File: src/sv/rau_pkg.sv
package rau_pkg;

    localparam int WORD_BITS_DEF = 16;

    typedef enum logic [1:0] {
        OP_ADD = 2'd0,
        OP_SUB = 2'd1,
        OP_MUL = 2'd2,
        OP_DIV = 2'd3
    } t_op;

    typedef enum logic [1:0] {
        ST_OK           = 2'd0,
        ST_ZERO_DEN     = 2'd1,
        ST_DIV_ZERO     = 2'd2,
        ST_RES_DEN_ZERO = 2'd3
    } t_status;

    // which fraction the normaliser is working on
    typedef enum logic [1:0] {
        PH_A,
        PH_B,
        PH_R
    } t_phase;

    typedef enum logic [3:0] {
        S_IDLE,
        S_NORM_CHK,
        S_GCD_INIT,
        S_GCD_TEST,
        S_DIV,
        S_GCD_NEXT,
        S_QN,
        S_QD,
        S_MUL1,
        S_MUL2,
        S_MUL3,
        S_MUL4,
        S_OUT
    } t_state;

endpackage

File: src/sv/rational_arithmetic_unit_top.sv
// Fraction arithmetic unit: takes two signed fractions a_num/a_den and b_num/b_den plus an
// operation (add, subtract, multiply, divide) and returns the reduced result with the sign
// on the numerator. Each operand is normalised first (negative denominator moves its sign
// up, then both parts are divided by their Euclidean gcd), the cross products are formed
// and the result is normalised the same way. All intermediates wrap to WORD_BITS-bit two's
// complement and o_overflow reports any wrap. Errors give a 0/0 result with o_status set:
// 1 operand zero denominator, 2 divide by a zero fraction, 3 product denominator wrapped to
// zero. One transaction is handled at a time; o_req_ready is high only while idle. Latency
// is data dependent: every modulo step and each of the two exact divisions of a
// normalisation runs on one shared restoring divider, each run framed by control states,
// and a transaction takes its three normalisations plus the idle, multiply and output
// states from one accepted request to the next. A finished result sits in the output
// register until taken.
module rational_arithmetic_unit_top #(
    parameter int WORD_BITS = rau_pkg::WORD_BITS_DEF
) (
    input  logic               i_clk,
    input  logic               i_rst_n,
    input  logic               i_req_valid,
    output logic               o_req_ready,
    input  logic [1:0]         i_req_type,
    input  logic signed [15:0] i_a_num,
    input  logic signed [15:0] i_a_den,
    input  logic signed [15:0] i_b_num,
    input  logic signed [15:0] i_b_den,
    output logic               o_res_valid,
    input  logic               i_res_ready,
    output logic signed [15:0] o_res_num,
    output logic [14:0]        o_res_den,
    output logic [1:0]         o_status,
    output logic               o_overflow
);

    localparam int W  = WORD_BITS;
    localparam int SW = 2 * WORD_BITS + 1;
    localparam int CW = $clog2(WORD_BITS);
    localparam logic [W-1:0] SIGN_MAG = {1'b1, {(W-1){1'b0}}};

    function automatic logic [W-1:0] f_abs(input logic [W-1:0] v);
        f_abs = v[W-1] ? (~v + 1'b1) : v;
    endfunction

    function automatic logic [W-1:0] f_sgn(input logic [W-1:0] q, input logic neg);
        f_sgn = neg ? (~q + 1'b1) : q;
    endfunction

    // control
    rau_pkg::t_state  r_state, n_state;
    rau_pkg::t_state  r_ret, n_ret;
    rau_pkg::t_phase  r_phase, n_phase;
    rau_pkg::t_status r_status, n_status;
    rau_pkg::t_op     r_op, n_op;
    logic             r_ovf, n_ovf;
    logic             r_res_valid;

    // operands and working fraction
    logic signed [W-1:0] r_an, n_an, r_ad, n_ad, r_bn, n_bn, r_bd, n_bd;
    logic signed [W-1:0] r_wn, n_wn, r_wd, n_wd;

    // gcd
    logic [W-1:0] r_gp, n_gp, r_gq, n_gq, r_g, n_g;

    // shared divider
    logic [W-1:0]  r_dv_rem, n_dv_rem, r_dv_quo, n_dv_quo, r_dv_dsr, n_dv_dsr;
    logic [CW-1:0] r_dv_cnt, n_dv_cnt;
    logic [W+1:0]  dv_trial;

    // shared multiplier
    logic signed [W-1:0]   mul_x, mul_y;
    logic signed [2*W-1:0] r_prod, n_prod, r_p1, n_p1;
    logic signed [SW-1:0]  sum_v;

    // output register
    logic signed [15:0] r_res_num, n_res_num;
    logic [14:0]        r_res_den, n_res_den;
    logic [1:0]         r_res_status, n_res_status;
    logic               r_res_ovf, n_res_ovf;

    logic out_free;
    logic gflip;

    assign out_free = !r_res_valid || i_res_ready;
    assign gflip    = (r_g == SIGN_MAG);
    assign dv_trial = {1'b0, r_dv_rem, r_dv_quo[W-1]} - {2'b00, r_dv_dsr};

    // next state
    always_comb begin
        n_state = r_state;
        unique case (r_state)
            rau_pkg::S_IDLE:     if (i_req_valid) n_state = rau_pkg::S_NORM_CHK;
            rau_pkg::S_NORM_CHK: n_state = (r_wd == '0) ? rau_pkg::S_OUT : rau_pkg::S_GCD_INIT;
            rau_pkg::S_GCD_INIT: n_state = rau_pkg::S_GCD_TEST;
            rau_pkg::S_GCD_TEST: n_state = rau_pkg::S_DIV;
            rau_pkg::S_DIV:      if (r_dv_cnt == '0) n_state = r_ret;
            rau_pkg::S_GCD_NEXT: n_state = rau_pkg::S_GCD_TEST;
            rau_pkg::S_QN:       n_state = rau_pkg::S_DIV;
            rau_pkg::S_QD: begin
                unique case (r_phase)
                    rau_pkg::PH_A: n_state = rau_pkg::S_NORM_CHK;
                    rau_pkg::PH_B: n_state = (r_op == rau_pkg::OP_DIV && r_wn == '0)
                                             ? rau_pkg::S_OUT : rau_pkg::S_MUL1;
                    default:       n_state = rau_pkg::S_OUT;
                endcase
            end
            rau_pkg::S_MUL1:     n_state = rau_pkg::S_MUL2;
            rau_pkg::S_MUL2:     n_state = rau_pkg::S_MUL3;
            rau_pkg::S_MUL3:     n_state = rau_pkg::S_MUL4;
            rau_pkg::S_MUL4:     n_state = rau_pkg::S_NORM_CHK;
            rau_pkg::S_OUT:      if (out_free) n_state = rau_pkg::S_IDLE;
            default:             n_state = rau_pkg::S_IDLE;
        endcase
    end

    // datapath and outputs
    always_comb begin
        logic [W-1:0] qd;
        n_ret = r_ret;  n_phase = r_phase;  n_status = r_status;
        n_op = r_op;    n_ovf = r_ovf;
        n_an = r_an;    n_ad = r_ad;  n_bn = r_bn;  n_bd = r_bd;
        n_wn = r_wn;    n_wd = r_wd;
        n_gp = r_gp;    n_gq = r_gq;  n_g = r_g;
        n_dv_rem = r_dv_rem;  n_dv_quo = r_dv_quo;
        n_dv_dsr = r_dv_dsr;  n_dv_cnt = r_dv_cnt;
        n_p1 = r_p1;
        n_res_num = r_res_num;  n_res_den = r_res_den;
        n_res_status = r_res_status;  n_res_ovf = r_res_ovf;
        mul_x = r_an;
        mul_y = r_bd;
        sum_v = SW'(r_p1);
        qd = f_sgn(r_dv_quo, r_wd[W-1] ^ gflip);

        unique case (r_state)
            rau_pkg::S_IDLE: begin
                if (i_req_valid) begin
                    n_op     = rau_pkg::t_op'(i_req_type);
                    n_an     = W'(i_a_num);
                    n_ad     = W'(i_a_den);
                    n_bn     = W'(i_b_num);
                    n_bd     = W'(i_b_den);
                    n_wn     = W'(i_a_num);
                    n_wd     = W'(i_a_den);
                    n_phase  = rau_pkg::PH_A;
                    n_status = rau_pkg::ST_OK;
                    n_ovf    = 1'b0;
                end
            end
            rau_pkg::S_NORM_CHK: begin
                if (r_wd == '0) begin
                    n_status = (r_phase == rau_pkg::PH_R) ? rau_pkg::ST_RES_DEN_ZERO
                                                          : rau_pkg::ST_ZERO_DEN;
                end else if (r_wd[W-1]) begin
                    n_wn  = -r_wn;
                    n_wd  = -r_wd;
                    n_ovf = r_ovf || (r_wn == SIGN_MAG) || (r_wd == SIGN_MAG);
                end
            end
            rau_pkg::S_GCD_INIT: begin
                n_gp = f_abs(r_wn);
                n_gq = f_abs(r_wd);
            end
            rau_pkg::S_GCD_TEST: begin
                n_dv_rem = '0;
                n_dv_cnt = CW'(W - 1);
                if (r_gq == '0) begin
                    // gcd found; a magnitude of 2^(W-1) wraps negative
                    n_g      = r_gp;
                    n_ovf    = r_ovf || (r_gp == SIGN_MAG);
                    n_dv_quo = f_abs(r_wn);
                    n_dv_dsr = r_gp;
                    n_ret    = rau_pkg::S_QN;
                end else begin
                    n_dv_quo = r_gp;
                    n_dv_dsr = r_gq;
                    n_ret    = rau_pkg::S_GCD_NEXT;
                end
            end
            rau_pkg::S_DIV: begin
                // one restoring step per cycle
                if (!dv_trial[W+1]) begin
                    n_dv_rem = dv_trial[W-1:0];
                    n_dv_quo = {r_dv_quo[W-2:0], 1'b1};
                end else begin
                    n_dv_rem = {r_dv_rem[W-2:0], r_dv_quo[W-1]};
                    n_dv_quo = {r_dv_quo[W-2:0], 1'b0};
                end
                n_dv_cnt = r_dv_cnt - 1'b1;
            end
            rau_pkg::S_GCD_NEXT: begin
                n_gp = r_gq;
                n_gq = r_dv_rem;
            end
            rau_pkg::S_QN: begin
                n_wn     = f_sgn(r_dv_quo, r_wn[W-1] ^ gflip);
                n_dv_rem = '0;
                n_dv_cnt = CW'(W - 1);
                n_dv_quo = f_abs(r_wd);
                n_dv_dsr = r_g;
                n_ret    = rau_pkg::S_QD;
            end
            rau_pkg::S_QD: begin
                n_wd = qd;
                unique case (r_phase)
                    rau_pkg::PH_A: begin
                        n_an    = r_wn;
                        n_ad    = qd;
                        n_wn    = r_bn;
                        n_wd    = r_bd;
                        n_phase = rau_pkg::PH_B;
                    end
                    rau_pkg::PH_B: begin
                        n_bn = r_wn;
                        n_bd = qd;
                        if (r_op == rau_pkg::OP_DIV && r_wn == '0)
                            n_status = rau_pkg::ST_DIV_ZERO;
                    end
                    default: ;
                endcase
            end
            rau_pkg::S_MUL1: begin
                // result denominator product
                mul_x = r_ad;
                mul_y = (r_op == rau_pkg::OP_DIV) ? r_bn : r_bd;
            end
            rau_pkg::S_MUL2: begin
                mul_x = r_an;
                mul_y = (r_op == rau_pkg::OP_MUL) ? r_bn : r_bd;
                n_wd  = r_prod[W-1:0];
                n_ovf = r_ovf || (r_prod[2*W-1:W-1] != {(W+1){r_prod[W-1]}});
            end
            rau_pkg::S_MUL3: begin
                mul_x = r_bn;
                mul_y = r_ad;
                n_p1  = r_prod;
            end
            rau_pkg::S_MUL4: begin
                unique case (r_op)
                    rau_pkg::OP_ADD: sum_v = SW'(r_p1) + SW'(r_prod);
                    rau_pkg::OP_SUB: sum_v = SW'(r_p1) - SW'(r_prod);
                    default:         sum_v = SW'(r_p1);
                endcase
                n_wn    = sum_v[W-1:0];
                n_ovf   = r_ovf || (sum_v[SW-1:W-1] != {(SW-W+1){sum_v[W-1]}});
                n_phase = rau_pkg::PH_R;
            end
            rau_pkg::S_OUT: begin
                if (out_free) begin
                    if (r_status == rau_pkg::ST_OK) begin
                        n_res_num = 16'(r_wn);
                        n_res_den = 15'(r_wd);
                    end else begin
                        n_res_num = '0;
                        n_res_den = '0;
                    end
                    n_res_status = r_status;
                    n_res_ovf    = r_ovf;
                end
            end
            default: ;
        endcase
        n_prod = mul_x * mul_y;
    end

    always_ff @(posedge i_clk) begin
        if (!i_rst_n) begin
            r_state     <= rau_pkg::S_IDLE;
            r_res_valid <= 1'b0;
        end else begin
            r_state <= n_state;
            if (r_state == rau_pkg::S_OUT && out_free)
                r_res_valid <= 1'b1;
            else if (i_res_ready)
                r_res_valid <= 1'b0;
        end
    end

    always_ff @(posedge i_clk) begin
        r_ret    <= n_ret;    r_phase  <= n_phase;  r_status <= n_status;
        r_op     <= n_op;     r_ovf    <= n_ovf;
        r_an     <= n_an;     r_ad     <= n_ad;     r_bn <= n_bn;  r_bd <= n_bd;
        r_wn     <= n_wn;     r_wd     <= n_wd;
        r_gp     <= n_gp;     r_gq     <= n_gq;     r_g  <= n_g;
        r_dv_rem <= n_dv_rem; r_dv_quo <= n_dv_quo;
        r_dv_dsr <= n_dv_dsr; r_dv_cnt <= n_dv_cnt;
        r_prod   <= n_prod;   r_p1     <= n_p1;
        r_res_num    <= n_res_num;
        r_res_den    <= n_res_den;
        r_res_status <= n_res_status;
        r_res_ovf    <= n_res_ovf;
    end

    assign o_req_ready = (r_state == rau_pkg::S_IDLE);
    assign o_res_valid = r_res_valid;
    assign o_res_num   = r_res_num;
    assign o_res_den   = r_res_den;
    assign o_status    = r_res_status;
    assign o_overflow  = r_res_ovf;

endmodule

File: config.mk
export PLATFORM = sky130hd
export DESIGN_NAME = rational_arithmetic_unit_top
export DESIGN_NICKNAME = d
export VERILOG_FILES = /design/src/sv/rau_pkg.sv /design/src/sv/rational_arithmetic_unit_top.sv
export SDC_FILE = /design/constraint.sdc
export NUM_CORES = 2
export LEC_CHECK = 0
export ABC_CLOCK_PERIOD_IN_PS = 8600
export BUFFER_PORTS_ARGS = -buffer_cell sky130_fd_sc_hd__buf_4
export CORE_MARGIN = 2
export CORE_UTILIZATION = 59
export CTS_BUF_LIST = sky130_fd_sc_hd__clkbuf_2
export CTS_CLUSTER_SIZE = 12
export DETAILED_ROUTE_END_ITERATION = 10
export PLACE_DENSITY = 0.9
export SETUP_SLACK_MARGIN = 0.1
export SLEW_MARGIN = 25
export SYNTH_ARGS = -nofsm -noshare
export SYNTH_HDL_FRONTEND = slang
export SYNTH_SLANG_ARGS = --single-unit
File: constraint.sdc
create_clock -name i_clk -period 8.6 [get_ports i_clk]
set_clock_uncertainty 0.15 [all_clocks]
set_input_delay 1.72 -clock i_clk [delete_from_list [all_inputs] [get_ports i_clk]]
set_output_delay 1.72 -clock i_clk [all_outputs]
set_load 0.01 [all_outputs]
==> run_results.csv <==
group,metric,value,unit
outcome,status,"complete, no violations",
synthesis,post_synth_instance_area,0.0279,mm^2
floorplan,die_y,221,um
synthesis,synth.yosys.seq_area_share,31.9,%
clocking,cts_hold_buf,0,
synthesis,netlist-cell-type-count,75,
worst_hold_path,hold_path_depth,0,
synthesis,dominantRegCellSynth,"edfxtp_1",
synthesis,yosys_warnings,0,
final_layout,leading_cell_type_in_the_layout_fill_and_taps_excluded,"inv_1",
floorplan,std_cell_rows,79,
synthesis,ys_ff_latch,308,
setup_path,timing.critical_path.arrival,8.84,ns
floorplan,floorplan.initialDensity,59.8,%
detailed_routing,routedWlPerCell,23.6,um
floorplan,core_area,0.0466,mm^2
timing,rsz0062_at_grt,"no",
grt,grt_first_pass_wirelength,138000,um
clocking,tritoncts,"done",
grt,grt.total_usage,37.0,%
timing,max_slew_margin,27.3,%
timing,timing.hold.ws,0.370,ns
synthesis,syn-num-nets,3467,
final_layout,nFillCells,3684,
timing,maxClockFrequency,0.124,GHz
detailed_routing,final_antenna_net_count,0,
run,maxCapViolations,0,
synthesis,synth_edf_count,271,
setup_path,worstPathMaxFanout,8,
detailed_routing,num_vias,24000,
setup_path,crit-reg2reg-launch,"r_state[3]$_SDFFE_PN0P_",
floorplan,floorplan.die.width,221,um
setup_path,critical-path-max-stage-delay,0.63,ns
clocking,tritoncts.num_buffers,82,
setup_path,critical_path.startpoint_type,"register",
clocking,clk_latency,1.08,ns
placed_design,placement.io_buffers,105,
placed_design,detailed_place_hpwl,71100,um
synthesis,yosysTopAreaCell,"edfxtp_1",
grt,via_count_of_the_first_global_routing_pass,23900,
setup_path,critical_path.most_common_cell,"fa_1",
placed_design,gp_congestion,1.04,
final_layout,fin_nets,3622,
setup_path,reg2regPathDepth,29,
setup_path,rr_endpoint,"r_prod[30]$_DFF_P_",
timing,setup_total_negative_slack,0,ns
detailed_routing,detail_route.iter0.violations,3264,
detailed_routing,detail_route.first_pass.iterations,6,
timing,worst_slew_pin_slew,1.08,ns
final_layout,fraction_of_final_layout_cells_with_drive_strength_greater_than_1,11.5,%
clocking,cts_sinks,308,
synthesis,biggest_area_contributors_in_the_synthesized_netlist,"edfxtp_1 (29%), fa_1 (19%), ha_1 (6.2%)",
final_layout,areaGrowthSynthToFinish,9.40,%
worst_hold_path,min_delay_worst_endpoint,"r_p1[20]$_DFFE_PN_",
setup_path,crit_slowest_cell,"a221oi_1",
grt,grt_max_degree,59,
final_layout,layout_common_cells,"inv_1 (393), nand2_1 (390), nor2_1 (333)",
detailed_routing,drt_drc_violations_left,0,
synthesis,synth_top_cell_area_share,29.2,%
final_layout,multi_input_comb_area,0.0172,mm^2
synthesis,postSynthAreaPerCell,9.30,um^2
grt,grt_overflow_total,0,
clocking,depth_of_the_cts_h_tree,3,
setup_path,worstSetupEndpointType,"register",
timing,final-hold-violation-count,0,
detailed_routing,wirelength,90100,um
setup_path,critical_path_class,"reg2reg",
clocking,path_clk_slew,0.11,ns
worst_hold_path,hp_start,"r_prod[20]$_DFF_P_",
detailed_routing,via_per_inst,6.30,
timing,period_minus_slack,8.04,ns
final_layout,area.sequential,0.00888,mm^2
timing,finalCritPeriodShare,93.5,%
synthesis,synth_cells,2996,
timing,report.final.setup_viol,0,
floorplan,design.die.area,0.0490,mm^2
floorplan,num_io_pins,106,
setup_path,cp.required,9.40,ns
clocking,maximum_count_of_clock_buffers_along_a_single_path,3,
worst_hold_path,worstHoldPathType,"reg2reg",
setup_path,crit_path_start,"r_state[3]$_SDFFE_PN0P_",
grt,antenna_found_initial,6,
clocking,clock-root-buffer,"clkbuf_2",
timing,maxSlewViolCount,0,
setup_path,rrSetupSlack,0.56,ns
synthesis,async_flop_share,0,%
[Yosys cell counts (all sizes together), types with 27 or more instances]
cell type,n
o21a,63
clkbuf,93
xor2,87
xnor2,93
nor2,338
edfxtp,271
dfxtp,37
a21o,42
inv,395
ha,137
and2,37
mux2i,27
o221ai,30
o21ai,103
a21oi,177
fa,264
nor3,49
nand2,390
[timing repair]
item / in CTS / in global routing
setup buffers: 0 / 6
endpoints found under the setup margin: 0 / 5
resized for setup: 0 / 21
endpoints found under the hold margin: 0 / 0
[final cells by class]
cell class	instances	area share [%]
inverter	396	4.88
clock inverter	19	0.398
timing repair buffer	185	4.58
tap	607	2.49
antenna	2	0.0164
clock buffer	123	2.02
multi-input combinational	2178	56.5
sequential	308	29.1
[stage by stage]
stage | util, % | setup slack, ns | cell area, um^2 | std cells
final | 65.5 | 0.559 | 30500 | 3818
after global routing | 65.5 | 0.0894 | 30500 | 3817
after floorplan | - | 0.216 | 27900 | 2996
after CTS | 65.1 | 0.196 | 30300 | 3810
after global placement | 63.5 | 0.414 | 29600 | 3668
after detailed placement | 63.6 | 0.226 | 29600 | 3668
[metal layers]
metal	GRT usage, %	wire, um	vias up
met5	0	27	-
met4	26.1	7330	4
met3	8.70	11600	397
met2	56.1	39900	1750
met1	46.8	31300	11500
li1	-	-	10400
[registers in the layout (all words and copies together) (netlist names), 2 cells and up]
name and count:
r_status 2, r_wd 16, r_dv_dsr 16, r_gp 16
r_bd 16, r_dv_cnt 4, o_res_num 16, r_g 16
r_prod 32, r_ad 16, r_dv_rem 16, r_an 16
r_bn 16, r_wn 16, o_res_den 15, r_p1 32
r_state 4, r_ret 2, r_phase 2, r_gq 16
r_op 2, o_status 2, r_dv_quo 16
[kinds of logic after synthesis]
family / after synthesis / synth area share (%)
mux: 35 / 1.29
simple gates: 983 / 15.5
flops: 308 / 31.9
compound gates: 579 / 13.6
fa+ha+maj: 401 / 25.1
xor+xnor: 180 / 5.66
buf+inv: 510 / 6.89
[worst max-delay path: cells and delay by family, from the launching register on]
kind                     cells  cell delay (ns)
AO/OA/AOI/OAI               10             2.33
XOR/XNOR                     1             0.16
adder cells (fa/ha/maj)      7             2.94
buffers and inverters        6             0.69
flip-flops                   1             0.42
AND/OR/NAND/NOR              5             1.29
[how the worst max path moves through the flow]
stage | to | slack (ns)
4_1_cts | r_prod[30]$_DFF_P_ | 0.20
6_report | r_prod[30]$_DFF_P_ | 0.56
3_3_place_gp | r_prod[30]$_DFF_P_ | 0.41
3_5_place_dp | r_prod[30]$_DFF_P_ | 0.23
2_1_floorplan | r_prod[30]$_DFF_P_ | 0.22
5_1_grt | r_prod[30]$_DFF_P_ | 0.09
Power is not shown: default switching activity piles up to over one toggle a cycle in this logic, so the estimate is an artifact.
